[config.mk]
export PLATFORM = sky130hd
export DESIGN_NAME = i2c_master_bit_sequencer_core_flat
export DESIGN_NICKNAME = d
export VERILOG_FILES = /design/src/design/i2cmbs_pkg.sv /design/src/design/i2cmbs_channels.sv /design/src/design/i2c_master_bit_sequencer_core.sv /design/src/design/i2cmbs_step.sv /design/src/flat_wrapper.sv
export VERILOG_INCLUDE_DIRS = /design/src /design/src/design
export SDC_FILE = /design/constraint.sdc
export NUM_CORES = 1
export LEC_CHECK = 0
export ABC_AREA = 1
export BUFFER_PORTS_ARGS = -buffer_cell sky130_fd_sc_hd__buf_2
export CORE_MARGIN = 1
export CORE_UTILIZATION = 30
export CTS_BUF_LIST = sky130_fd_sc_hd__clkbuf_8
export DETAILED_ROUTE_END_ITERATION = 10
export GPL_ROUTABILITY_DRIVEN = 0
export PLACE_DENSITY = 0.49
export SETUP_SLACK_MARGIN = 0.4
export SLEW_MARGIN = 20
export SYNTH_ARGS = -nofsm -noshare
export SYNTH_HDL_FRONTEND = slang
export SYNTH_SLANG_ARGS = --single-unit
export TNS_END_PERCENT = 30
[constraint.sdc]
create_clock -name clock -period 2.1 [get_ports clock]
set_input_delay 0.42 -clock clock [delete_from_list [all_inputs] [get_ports clock]]
set_output_delay 0.42 -clock clock [all_outputs]
set_load 0.01 [all_outputs]
[src/design/i2c_master_bit_sequencer_core_assert.svh]
// ---------------------------------------------------------------------------
// Assertion macros for the I2C master bit sequencer
// Same-cycle and next-cycle implication forms on the block clock.
// ---------------------------------------------------------------------------
`ifndef I2C_MASTER_BIT_SEQUENCER_CORE_ASSERT_SVH
`define I2C_MASTER_BIT_SEQUENCER_CORE_ASSERT_SVH

// same-cycle implication, disabled in reset
`define I2CMBS_ASSERT_SAME(lbl, ante, cons) \
   lbl: assert property (@(posedge clock) disable iff (reset) (ante) |-> (cons)) \
      else $error("i2c sequencer check failed");

// next-cycle implication, disabled in reset
`define I2CMBS_ASSERT_NEXT(lbl, ante, cons) \
   lbl: assert property (@(posedge clock) disable iff (reset) (ante) |=> (cons)) \
      else $error("i2c sequencer check failed");

`endif

[src/design/i2cmbs_pkg.sv]
// ---------------------------------------------------------------------------
// I2C master bit sequencer package
// Phase and command codes, bit timing constants and the sequencer state.
// ---------------------------------------------------------------------------
package i2cmbs_pkg;

   localparam int START_HOLD    = 4;
   localparam int STOP_HOLD     = 4;
   localparam int BYTE_HOLD     = 2;
   localparam int ACK_HOLD      = 1;
   localparam int BITS_PER_BYTE = 8;
   localparam logic [7:0] ACK_TIMEOUT_RESET = 8'd250;

   typedef enum logic [2:0] {
      OP_NONE  = 3'd0,
      OP_START = 3'd1,
      OP_STOP  = 3'd2,
      OP_WRITE = 3'd3,
      OP_READ  = 3'd4,
      OP_WAIT  = 3'd5
   } op_type;

   typedef enum logic [3:0] {
      PH_IDLE, PH_ST_A, PH_ST_B, PH_SP_A, PH_SP_B,
      PH_WR_D, PH_WR_H, PH_WR_L,
      PH_RD_D, PH_RD_H, PH_RD_L,
      PH_ACK_A, PH_ACK_B,
      PH_WA_A, PH_WA_B, PH_WA_P
   } phase_type;

   typedef struct packed {
      phase_type  phase;
      logic [3:0] bit_count;
      logic [7:0] shift_reg;
      logic [2:0] hold_count;
      logic [7:0] wait_count;
      logic       scl;
      logic       sda_pull;
      logic       ack_flag;
      logic       nack_choice;
      logic [7:0] rx_last;
   } seq_state_type;

endpackage

[src/design/i2cmbs_channels.sv]
// ---------------------------------------------------------------------------
// I2C master bit sequencer channels
// Valid/ready channels for tick items and for the line levels they produce.
// ---------------------------------------------------------------------------
interface i2cmbs_req_if;
   logic       valid;
   logic       ready;
   logic [2:0] operation;
   logic [7:0] tx_byte;
   logic       send_nack;
   logic       sda_in;

   modport source (output valid, operation, tx_byte, send_nack, sda_in, input ready);
   modport sink (input valid, operation, tx_byte, send_nack, sda_in, output ready);
endinterface

interface i2cmbs_rsp_if;
   logic       valid;
   logic       ready;
   logic       scl_level;
   logic       sda_pull_low;
   logic       busy_res;
   logic       done_res;
   logic [7:0] rx_byte;
   logic       ack_ok;

   modport source (output valid, scl_level, sda_pull_low, busy_res, done_res, rx_byte,
                   ack_ok, input ready);
   modport sink (input valid, scl_level, sda_pull_low, busy_res, done_res, rx_byte,
                 ack_ok, output ready);
endinterface

[src/design/i2c_master_bit_sequencer_core.sv]
// ---------------------------------------------------------------------------
// I2C master bit sequencer
// Open-drain SCL/SDA sequencer advanced by one tick item per accepted item.
// ---------------------------------------------------------------------------
// Usage:
//   req_ch carries one time-base tick per item: the sampled SDA level and an
//   optional command (start, stop, write byte, read byte, wait ack). A
//   command is taken only while the sequencer is idle; otherwise ignored.
//   rsp_ch returns exactly one item per tick item: the SCL and SDA drive
//   levels, busy, a done pulse, the last read byte and the last ack result.
//   The result item is registered and valid in the cycle after acceptance;
//   one item is accepted per cycle while rsp_ch does not stall, the tick
//   step being a single pass of logic between the state registers and the
//   result register. The result register is the only buffer: req_ch.ready
//   stays high while it is empty or being drained, so a stalled rsp_ch
//   stalls req_ch after one item and nothing is lost.
//   csr_wr_en/csr_wr_data write the acknowledge timeout (ticks of SDA high
//   tolerated while polling); write it only while idle.
//   Synchronous reset returns to idle with SCL released, SDA released and
//   the timeout at 250; no result is pending after reset.
// ---------------------------------------------------------------------------
`include "i2c_master_bit_sequencer_core_assert.svh"

module i2c_master_bit_sequencer_core (
   input  logic               clock,
   input  logic               reset,
   i2cmbs_req_if.sink         req_ch,
   i2cmbs_rsp_if.source       rsp_ch,
   input  logic               csr_wr_en,
   input  logic [7:0]         csr_wr_data
);
   import i2cmbs_pkg::*;

   seq_state_type state_ff, state_in;
   logic [7:0]    ack_timeout_ff;
   logic          rsp_valid_ff;
   logic          done_in;
   logic          accept;

   logic          scl_ff, sda_ff, busy_ff, done_ff, ack_ff;
   logic [7:0]    rx_ff;

   i2cmbs_step u_step (
      .cur         (state_ff),
      .operation   (req_ch.operation),
      .tx_byte     (req_ch.tx_byte),
      .send_nack   (req_ch.send_nack),
      .sda_in      (req_ch.sda_in),
      .ack_timeout (ack_timeout_ff),
      .nxt         (state_in),
      .done        (done_in)
   );

   assign req_ch.ready = !rsp_valid_ff || rsp_ch.ready;
   assign accept       = req_ch.valid && req_ch.ready;

   always_ff @(posedge clock) begin
      if (reset) begin
         state_ff       <= '{phase: PH_IDLE, bit_count: 4'd0, shift_reg: 8'd0,
                             hold_count: 3'd0, wait_count: 8'd0, scl: 1'b1,
                             sda_pull: 1'b0, ack_flag: 1'b0, nack_choice: 1'b0,
                             rx_last: 8'd0};
         ack_timeout_ff <= ACK_TIMEOUT_RESET;
         rsp_valid_ff   <= 1'b0;
      end else begin
         if (csr_wr_en)
            ack_timeout_ff <= csr_wr_data;
         if (accept) begin
            state_ff     <= state_in;
            rsp_valid_ff <= 1'b1;
         end else if (rsp_ch.ready) begin
            rsp_valid_ff <= 1'b0;
         end
      end
   end

   // result payload, loaded with each accepted item
   always_ff @(posedge clock) begin
      if (accept) begin
         scl_ff  <= state_in.scl;
         sda_ff  <= state_in.sda_pull;
         busy_ff <= (state_in.phase != PH_IDLE);
         done_ff <= done_in;
         rx_ff   <= state_in.rx_last;
         ack_ff  <= state_in.ack_flag;
      end
   end

   assign rsp_ch.valid        = rsp_valid_ff;
   assign rsp_ch.scl_level    = scl_ff;
   assign rsp_ch.sda_pull_low = sda_ff;
   assign rsp_ch.busy_res     = busy_ff;
   assign rsp_ch.done_res     = done_ff;
   assign rsp_ch.rx_byte      = rx_ff;
   assign rsp_ch.ack_ok       = ack_ff;

   `I2CMBS_ASSERT_SAME(a_done_not_busy, rsp_ch.valid && rsp_ch.done_res, !rsp_ch.busy_res)
   `I2CMBS_ASSERT_NEXT(a_accept_gives_result, accept, rsp_ch.valid)
   `I2CMBS_ASSERT_NEXT(a_idle_noop_stays_idle,
      accept && state_ff.phase == PH_IDLE && req_ch.operation == OP_NONE,
      !rsp_ch.busy_res && !rsp_ch.done_res)

endmodule

[src/design/i2cmbs_step.sv]
// ---------------------------------------------------------------------------
// I2C master bit sequencer tick step
// Next sequencer state and done flag for one tick, purely combinational.
// ---------------------------------------------------------------------------
module i2cmbs_step (
   input  i2cmbs_pkg::seq_state_type cur,
   input  logic [2:0]                operation,
   input  logic [7:0]                tx_byte,
   input  logic                      send_nack,
   input  logic                      sda_in,
   input  logic [7:0]                ack_timeout,
   output i2cmbs_pkg::seq_state_type nxt,
   output logic                      done
);
   import i2cmbs_pkg::*;

   // enter a level: phase, line levels and remaining hold ticks
   function automatic seq_state_type go(seq_state_type s, phase_type p, logic scl,
                                        logic pull, int hold);
      seq_state_type r;
      r            = s;
      r.phase      = p;
      r.scl        = scl;
      r.sda_pull   = pull;
      r.hold_count = 3'(hold - 1);
      return r;
   endfunction

   logic [3:0] bit_count_inc;
   logic [7:0] shift_left;

   assign bit_count_inc = cur.bit_count + 4'd1;
   assign shift_left    = {cur.shift_reg[6:0], 1'b0};

   always_comb begin
      nxt  = cur;
      done = 1'b0;
      if (cur.phase == PH_IDLE) begin
         case (op_type'(operation))
            OP_START: nxt = go(cur, PH_ST_A, 1'b1, 1'b0, START_HOLD);
            OP_STOP:  nxt = go(cur, PH_SP_A, 1'b0, 1'b1, STOP_HOLD);
            OP_WRITE: begin
               nxt           = go(cur, PH_WR_D, 1'b0, ~tx_byte[7], BYTE_HOLD);
               nxt.shift_reg = tx_byte;
               nxt.bit_count = 4'd0;
            end
            OP_READ: begin
               nxt             = go(cur, PH_RD_D, 1'b0, 1'b0, BYTE_HOLD);
               nxt.shift_reg   = 8'd0;
               nxt.bit_count   = 4'd0;
               nxt.nack_choice = send_nack;
            end
            OP_WAIT: begin
               nxt            = go(cur, PH_WA_A, cur.scl, 1'b0, ACK_HOLD);
               nxt.wait_count = 8'd0;
            end
            default: ;
         endcase
      end else if (cur.phase == PH_WA_P) begin
         if (!sda_in) begin
            nxt.scl      = 1'b0;
            nxt.ack_flag = 1'b1;
            nxt.phase    = PH_IDLE;
            done         = 1'b1;
         end else if (cur.wait_count >= ack_timeout) begin
            // timed out: report failure and release the bus with a stop
            nxt          = go(cur, PH_SP_A, 1'b0, 1'b1, STOP_HOLD);
            nxt.ack_flag = 1'b0;
         end else begin
            nxt.wait_count = cur.wait_count + 8'd1;
         end
      end else if (cur.hold_count != 3'd0) begin
         // sample a read bit while SCL is high, when one hold tick remains
         if (cur.phase == PH_RD_H && cur.hold_count == 3'd1)
            nxt.shift_reg = {cur.shift_reg[6:0], sda_in};
         nxt.hold_count = cur.hold_count - 3'd1;
      end else begin
         unique case (cur.phase)
            PH_ST_A: nxt = go(cur, PH_ST_B, 1'b1, 1'b1, START_HOLD);
            PH_ST_B: begin
               nxt.scl   = 1'b0;
               nxt.phase = PH_IDLE;
               done      = 1'b1;
            end
            PH_SP_A: nxt = go(cur, PH_SP_B, 1'b1, 1'b0, STOP_HOLD);
            PH_SP_B: begin
               nxt.phase = PH_IDLE;
               done      = 1'b1;
            end
            PH_WR_D: nxt = go(cur, PH_WR_H, 1'b1, cur.sda_pull, BYTE_HOLD);
            PH_WR_H: nxt = go(cur, PH_WR_L, 1'b0, cur.sda_pull, BYTE_HOLD);
            PH_WR_L: begin
               if (bit_count_inc >= 4'(BITS_PER_BYTE)) begin
                  nxt.phase = PH_IDLE;
                  done      = 1'b1;
               end else begin
                  nxt = go(cur, PH_WR_D, 1'b0, ~shift_left[7], BYTE_HOLD);
               end
               nxt.bit_count = bit_count_inc;
               nxt.shift_reg = shift_left;
            end
            PH_RD_D: nxt = go(cur, PH_RD_H, 1'b1, 1'b0, BYTE_HOLD);
            PH_RD_H: nxt = go(cur, PH_RD_L, 1'b0, 1'b0, BYTE_HOLD);
            PH_RD_L: begin
               if (bit_count_inc >= 4'(BITS_PER_BYTE))
                  nxt = go(cur, PH_ACK_A, 1'b0, ~cur.nack_choice, ACK_HOLD);
               else
                  nxt = go(cur, PH_RD_D, 1'b0, 1'b0, BYTE_HOLD);
               nxt.bit_count = bit_count_inc;
            end
            PH_ACK_A: nxt = go(cur, PH_ACK_B, 1'b1, cur.sda_pull, ACK_HOLD);
            PH_ACK_B: begin
               nxt.scl      = 1'b0;
               nxt.sda_pull = 1'b0;
               nxt.rx_last  = cur.shift_reg;
               nxt.phase    = PH_IDLE;
               done         = 1'b1;
            end
            PH_WA_A: nxt = go(cur, PH_WA_B, 1'b1, 1'b0, ACK_HOLD);
            PH_WA_B: nxt = go(cur, PH_WA_P, 1'b1, 1'b0, ACK_HOLD);
            default: nxt.phase = PH_IDLE;
         endcase
      end
   end

endmodule

[src/flat_wrapper.sv]
// flat-port wrapper written by rule: the top's interface ports become plain ports
module i2c_master_bit_sequencer_core_flat import i2cmbs_pkg::*;
  (clock, reset, csr_wr_en, csr_wr_data, req_ch_valid, req_ch_operation, req_ch_tx_byte, req_ch_send_nack, req_ch_sda_in, req_ch_ready, rsp_ch_valid, rsp_ch_scl_level, rsp_ch_sda_pull_low, rsp_ch_busy_res, rsp_ch_done_res, rsp_ch_rx_byte, rsp_ch_ack_ok, rsp_ch_ready);
  i2cmbs_req_if req_ch_i ();
  i2cmbs_rsp_if rsp_ch_i ();
  input  logic clock;
  input  logic reset;
  input  logic csr_wr_en;
  input  logic [7:0] csr_wr_data;
  input wire logic [$bits(req_ch_i.valid)-1:0] req_ch_valid;
  input wire logic [$bits(req_ch_i.operation)-1:0] req_ch_operation;
  input wire logic [$bits(req_ch_i.tx_byte)-1:0] req_ch_tx_byte;
  input wire logic [$bits(req_ch_i.send_nack)-1:0] req_ch_send_nack;
  input wire logic [$bits(req_ch_i.sda_in)-1:0] req_ch_sda_in;
  output wire logic [$bits(req_ch_i.ready)-1:0] req_ch_ready;
  output wire logic [$bits(rsp_ch_i.valid)-1:0] rsp_ch_valid;
  output wire logic [$bits(rsp_ch_i.scl_level)-1:0] rsp_ch_scl_level;
  output wire logic [$bits(rsp_ch_i.sda_pull_low)-1:0] rsp_ch_sda_pull_low;
  output wire logic [$bits(rsp_ch_i.busy_res)-1:0] rsp_ch_busy_res;
  output wire logic [$bits(rsp_ch_i.done_res)-1:0] rsp_ch_done_res;
  output wire logic [$bits(rsp_ch_i.rx_byte)-1:0] rsp_ch_rx_byte;
  output wire logic [$bits(rsp_ch_i.ack_ok)-1:0] rsp_ch_ack_ok;
  input wire logic [$bits(rsp_ch_i.ready)-1:0] rsp_ch_ready;
  assign req_ch_i.valid = req_ch_valid;
  assign req_ch_i.operation = req_ch_operation;
  assign req_ch_i.tx_byte = req_ch_tx_byte;
  assign req_ch_i.send_nack = req_ch_send_nack;
  assign req_ch_i.sda_in = req_ch_sda_in;
  assign req_ch_ready = req_ch_i.ready;
  assign rsp_ch_valid = rsp_ch_i.valid;
  assign rsp_ch_scl_level = rsp_ch_i.scl_level;
  assign rsp_ch_sda_pull_low = rsp_ch_i.sda_pull_low;
  assign rsp_ch_busy_res = rsp_ch_i.busy_res;
  assign rsp_ch_done_res = rsp_ch_i.done_res;
  assign rsp_ch_rx_byte = rsp_ch_i.rx_byte;
  assign rsp_ch_ack_ok = rsp_ch_i.ack_ok;
  assign rsp_ch_i.ready = rsp_ch_ready;
  i2c_master_bit_sequencer_core u_core (.clock(clock), .reset(reset), .req_ch(req_ch_i), .rsp_ch(rsp_ch_i), .csr_wr_en(csr_wr_en), .csr_wr_data(csr_wr_data));
endmodule
Word level (Yosys, flattened, before mapping) --
Index checks and enable logic that the tools add are counted.
Cells by class: bitwise gates (word level) 7, add/sub/neg operators 3, shift operators 0, reductions and logical operators 25, div/mod/pow operators 0, multiply operators 0, equal/unequal tests 43, $lt $le $gt $ge 2, multiplexer cells 32
Operators with widths (number):
- $pmux 39 s5 | 1
- $pmux 23 s5 | 1
- $mux 39 | 2
- $mux 23 | 2
- $pmux 4 s11 | 1
- $mux 37 | 1
- $eq 4x4->1 const B | 8
- $mux 8 | 3
- $pmux 8 s3 | 1
- $mux 20 | 1
- $mux 19 | 1
- $eq 4x3->1 const B | 4
- $ne 2x2->1 const B | 8
- $mux 12 | 1
- $ne 3x1->1 const B | 4
- $reduce_and 12->1 | 1
- $mux 11 | 1
- $reduce_and 11->1 | 1
- $mux 1 | 9
- $mux 9 | 1
- $reduce_and 9->1 | 1
- $reduce_bool 3->1 | 3
- $add 8x1->8 const B | 1
- $eq 4x2->1 const B | 2
- 33 further kinds | 53
Storage, ports and cells: ROM bits 0, memories kept 0, word-level logic and storage cells 130, bits in registers 61, output and inout bits 15, memory bits (writable) 0, bits in latches 0, input bits 26

Depth between registers and ports, before layout --
depth after elaboration 8, gate-level depth with buffers 15, mapped depth without buffers 15

By module --
From an unflattened synthesis, not the netlist that was laid out.
Second synthesis, totals: cells, all modules 712, area total of the unflattened synthesis 4584.4 um^2
Modules (own cells, without submodules):
- i2c_master_bit_sequencer_core | area an instance 2555.0 um^2, cells an instance 309, instances 1
- i2cmbs_step | area an instance 2029.4 um^2, cells an instance 403, instances 1

Worst setup path before layout --
Ideal clock, no wire load.
path type reg2reg, start register u_core.state_ff[37] in the netlist's numbering, end register u_core.busy_ff (netlist: u_core.rsp_ch.busy_res) (data pin), slack 0.444 ns, arrival 1.394 ns, period minus slack after synthesis 1.656 ns, cell stages (with the launch flop) 12, library setup time 0.262 ns, cell sequence dfxtp_1 -> nand2_2 -> nor2_2 -> buf_6 -> inv_6 -> buf_8 -> nand2_4 -> nand2_1 -> nand2_1 -> nand3_2 -> nor2_1 -> nand3_1
On the way: longest elaborated chain between the ends 6
RTL lines:
- start: declaration | line i2c_master_bit_sequencer_core.sv:34 | seq_state_type state_ff, state_in;
- start signal: assignment | line i2c_master_bit_sequencer_core.sv:59 | state_ff <= '{phase: PH_IDLE, bit_count: 4'd0, shift_reg: 8'd0,
- start signal: assignment | line i2c_master_bit_sequencer_core.sv:69 | state_ff <= state_in;
- $eq 4x4->1, or another cell as far along | line i2cmbs_step.sv:78 | unique case (cur.phase)
- $pmux 4 s11 | line i2cmbs_step.sv:78
- $mux 8 | line i2cmbs_step.sv:72 | end else if (cur.hold_count != 3'd0) begin
- $mux 39 | line i2cmbs_step.sv:59 | end else if (cur.phase == PH_WA_P) begin
- $mux 39 * | line i2cmbs_step.sv:38 | if (cur.phase == PH_IDLE) begin
- $reduce_bool 4->1 * | line i2c_master_bit_sequencer_core.sv:82 | busy_ff <= (state_in.phase != PH_IDLE);
- end signal: assignment | line i2c_master_bit_sequencer_core.sv:82
- end: declaration | line i2c_master_bit_sequencer_core.sv:40 | logic scl_ff, sda_ff, busy_ff, done_ff, ack_ff;
Every way passes the cells marked *; elsewhere a longest branch is shown, timed or not. The select of a mux whose other input is x is not followed. A chain may end at the register's enable or synchronous reset.

Worst setup path after layout --
start register u_core.ack_timeout_ff[3], end register u_core.busy_ff (netlist: u_core.rsp_ch.busy_res) (data pin)
On the way: longest elaborated chain between the ends 6
RTL lines:
- start: declaration | line i2c_master_bit_sequencer_core.sv:35 | logic [7:0] ack_timeout_ff;
- start signal: assignment | line i2c_master_bit_sequencer_core.sv:67 | ack_timeout_ff <= csr_wr_data;
- $ge 8x8->1 | line i2cmbs_step.sv:65 | end else if (cur.wait_count >= ack_timeout) begin
- $mux 19 | line i2cmbs_step.sv:65
- $mux 4 | line i2cmbs_step.sv:60 | if (!sda_in) begin
- $mux 39 | line i2cmbs_step.sv:59
- $mux 39 | line i2cmbs_step.sv:38
- $reduce_bool 4->1 | line i2c_master_bit_sequencer_core.sv:82
Every way passes these cells. The select of a mux whose other input is x is not followed.

==> metrics <==
Clock Tree Buf Depth 2; Iter 0 DRT Violations 271; Setup TNS 0 ns; Cell Pwr Density 758 nW/um^2; syn_area_per_cell 6.94 um^2; Port Buffers 40; filler instances 1,261; startpoint types register; number of setup violations in the final report 0; die width 113 um; vias in the first global route 3,431; RSZ-0062 raised after global routing yes; Mapped Nets 575; largest net degree at the start of global routing 27; run status finished, final reports clean; CP max stage cell dfxtp_1; fin crit share 0.831; post-place setup slack 0.157 ns; TritonCTS clock tree done; Fin. Hold Viols 0; Num CTS Buffers 9; 1st-pass router iterations 4; site row count 40; remaining antenna violation count after routing 0; die area 12,800 um^2; Crit Path Category register to register; fin nets 631; Vias/cell 4.78; Root Buffer clkbuf_8; Unique masters post-synth 39; most common cell after layout, fill and taps aside nand2_1; share of post-route cells with drive strength above 1 0.253; synth warn 0; routed vias 3,653; Area Growth Syn to Fin 24.8%; most frequent cells in the layout nand2_1 (102), inv_1 (68), nor2_1 (64); core area 12,100 um^2; CP peak stage delay 0.31 ns; Hold WS 0.284 ns; H-tree depth 3; synthesized flop and latch total 61; Worst Hold Class primary input to register; antenna violations before repair 0; minimum clock period after layout 1.74 ns; max_cap viols 0; DRC errors left 0; first-pass GRT wire length 16.6 mm; overall die height 113 um; register area share after synthesis 0.364; CP max FO 5; Post-Syn Area 3720 um^2; Worst EP arrival 1.83 ns; Remaining Overflow, GRT 0; Final Worst Setup Slack 0.356 ns; Peak VDD IR 0.276 mV; IO Count 41; Clock Skew 0.0132 ns; FMAX 0.573 GHz; Final Routed Wirelength 10.4 mm; Data required, critical path 2.19 ns; clock insertion delay at the later pin of the skew report 0.35 ns; routed len/inst 13.7 um; slew margin rel. 0.755; DP HPWL 7.34 mm; cell mode on critical path inv_1; total power 3.51 mW; Initial Util 0.308; # diodes 0; clk slew on worst S/H paths 0.07 ns; CTS sink count 61; Leakage 2.15 nW; Total GRT Usage 0.164; CP cell instances inv_1 -> ha_1 -> nand2_1 -> inv_1 -> nand4_1 -> nand3_4 -> o21ai_4 -> a21oi_2 -> nand3_1; Worst Tran Pin Value 0.367 ns; Synth Instances 536; Critical Path Sink Type register; fin. max-slew vios 0
-- Yosys cell counts --
master / instances / share of area
o21ai_1: 6 / 0.0081
xnor2_1: 1 / 0.0024
a32oi_1: 6 / 0.014
inv_2: 5 / 0.0050
a21o_1: 1 / 0.0020
clkbuf_1: 6 / 0.0061
nand2_1: 110 / 0.11
buf_4: 3 / 0.0061
buf_8: 1 / 0.0040
inv_1: 75 / 0.076
edfxtp_1: 13 / 0.11
buf_1: 1 / 0.0010
nand3_2: 3 / 0.0081
nand3b_1: 2 / 0.0040
o21ai_0: 49 / 0.066
nand4_4: 2 / 0.011
a22oi_1: 1 / 0.0020
inv_6: 1 / 0.0024
nor2_1: 67 / 0.068
o21ai_2: 1 / 0.0024
o211a_1: 1 / 0.0027
nor2_2: 7 / 0.012
o21a_1: 1 / 0.0020
and2_1: 1 / 0.0017
nand2_2: 4 / 0.0067
nand3b_2: 1 / 0.0030
o211ai_1: 1 / 0.0020
nand4_1: 6 / 0.010
nand3_1: 35 / 0.047
a21oi_1: 47 / 0.063
dfxtp_1: 48 / 0.26
nor2_4: 4 / 0.012
nand2_4: 3 / 0.0091
nor3_1: 3 / 0.0040
nor3_4: 1 / 0.0044
clkinv_2: 1 / 0.0013
buf_2: 2 / 0.0027
ha_1: 13 / 0.044
buf_6: 3 / 0.0091
-- timing repair --
item                                    CTS  global route
hold buffers                              0             0
resized for setup                        35            34
pin swaps                                14            13
buffers inserted                          3             4
gates cloned                              0             1
endpoints found under the setup margin   48            49
-- registers in the layout (all words and copies together), names as in the netlist --
| signal | flops |
|---|---|
| u_core.rsp_ch.sda_pull_low | 1 |
| u_core.rsp_ch.done_res | 1 |
| u_core.rsp_ch.valid | 1 |
| u_core.rsp_ch.rx_byte | 8 |
| u_core.state_ff | 39 |
| u_core.ack_timeout_ff | 8 |
| u_core.rsp_ch.scl_level | 1 |
| u_core.rsp_ch.ack_ok | 1 |
| u_core.rsp_ch.busy_res | 1 |
-- report_power, final --
group | internal [mW] | switching [mW] | total (mW)
Combinational | 0.333 | 0.586 | 0.920
Sequential | 1.32 | 0.0862 | 1.40
Clock | 0.672 | 0.519 | 1.19
Total | 2.32 | 1.19 | 3.51
-- cells by family (layout without fill, tap and decap cells) --
logic type,count (synthesis),count (layout),synth area share
adder cells (fa/ha/maj),13,13,0.0438
flip-flops,61,61,0.364
AND/OR/NAND/NOR,249,250,0.312
XOR/XNOR,1,1,0.00236
buffers and inverters,98,158,0.113
AO/OA/AOI/OAI,114,114,0.165
-- metal layers --
metal | vias to the layer above | track usage | routed length [um]
met5 | - | 0 | 0
met3 | 7 | 0.0364 | 477
met4 | 0 | 0.0456 | 95
met2 | 76 | 0.258 | 4810
li1 | 1865 | - | -
met1 | 1705 | 0.224 | 5070
-- critical path, delay by kind of cell, from the launching register on --
kind | cells | cell delay (ns)
AND/OR/NAND/NOR | 4 | 0.56
flip-flops | 1 | 0.31
adder cells (fa/ha/maj) | 1 | 0.30
AO/OA/AOI/OAI | 2 | 0.18
buffers and inverters | 2 | 0.12
-- cell type report --
type	instances	area, um^2	area share
multi-input cells	378	2150	0.465
flip-flops and latches	61	1370	0.296
repair buffers	60	362	0.0780
inverters	82	317	0.0682
well taps	168	210	0.0453
clock buffers	9	124	0.0267
clock inverters	7	97.6	0.0210
-- path summary, 6_finish.rpt --
path	depth (start not counted)	slack [ns]	from	to
max reg2reg	9	0.36	u_core.ack_timeout_ff[3]$_SDFFE_PP1P_	u_core.rsp_ch.busy_res$_DFFE_PP_
min reg2reg	2	0.47	u_core.ack_timeout_ff[2]$_SDFFE_PP0P_	u_core.ack_timeout_ff[2]$_SDFFE_PP0P_
min	3	0.28	csr_wr_data[3]	u_core.ack_timeout_ff[3]$_SDFFE_PP1P_
max	9	0.36	u_core.ack_timeout_ff[3]$_SDFFE_PP1P_	u_core.rsp_ch.busy_res$_DFFE_PP_
-- through the flow --
step	instance area [um^2]	std cells	util
after floorplan	3720	536	-
after global placement	4120	741	0.341
after detailed placement	4120	741	0.341
after CTS	4490	760	0.372
after global routing	4640	765	0.385
final	4640	765	0.385
(Power assumes the default switching activity.)
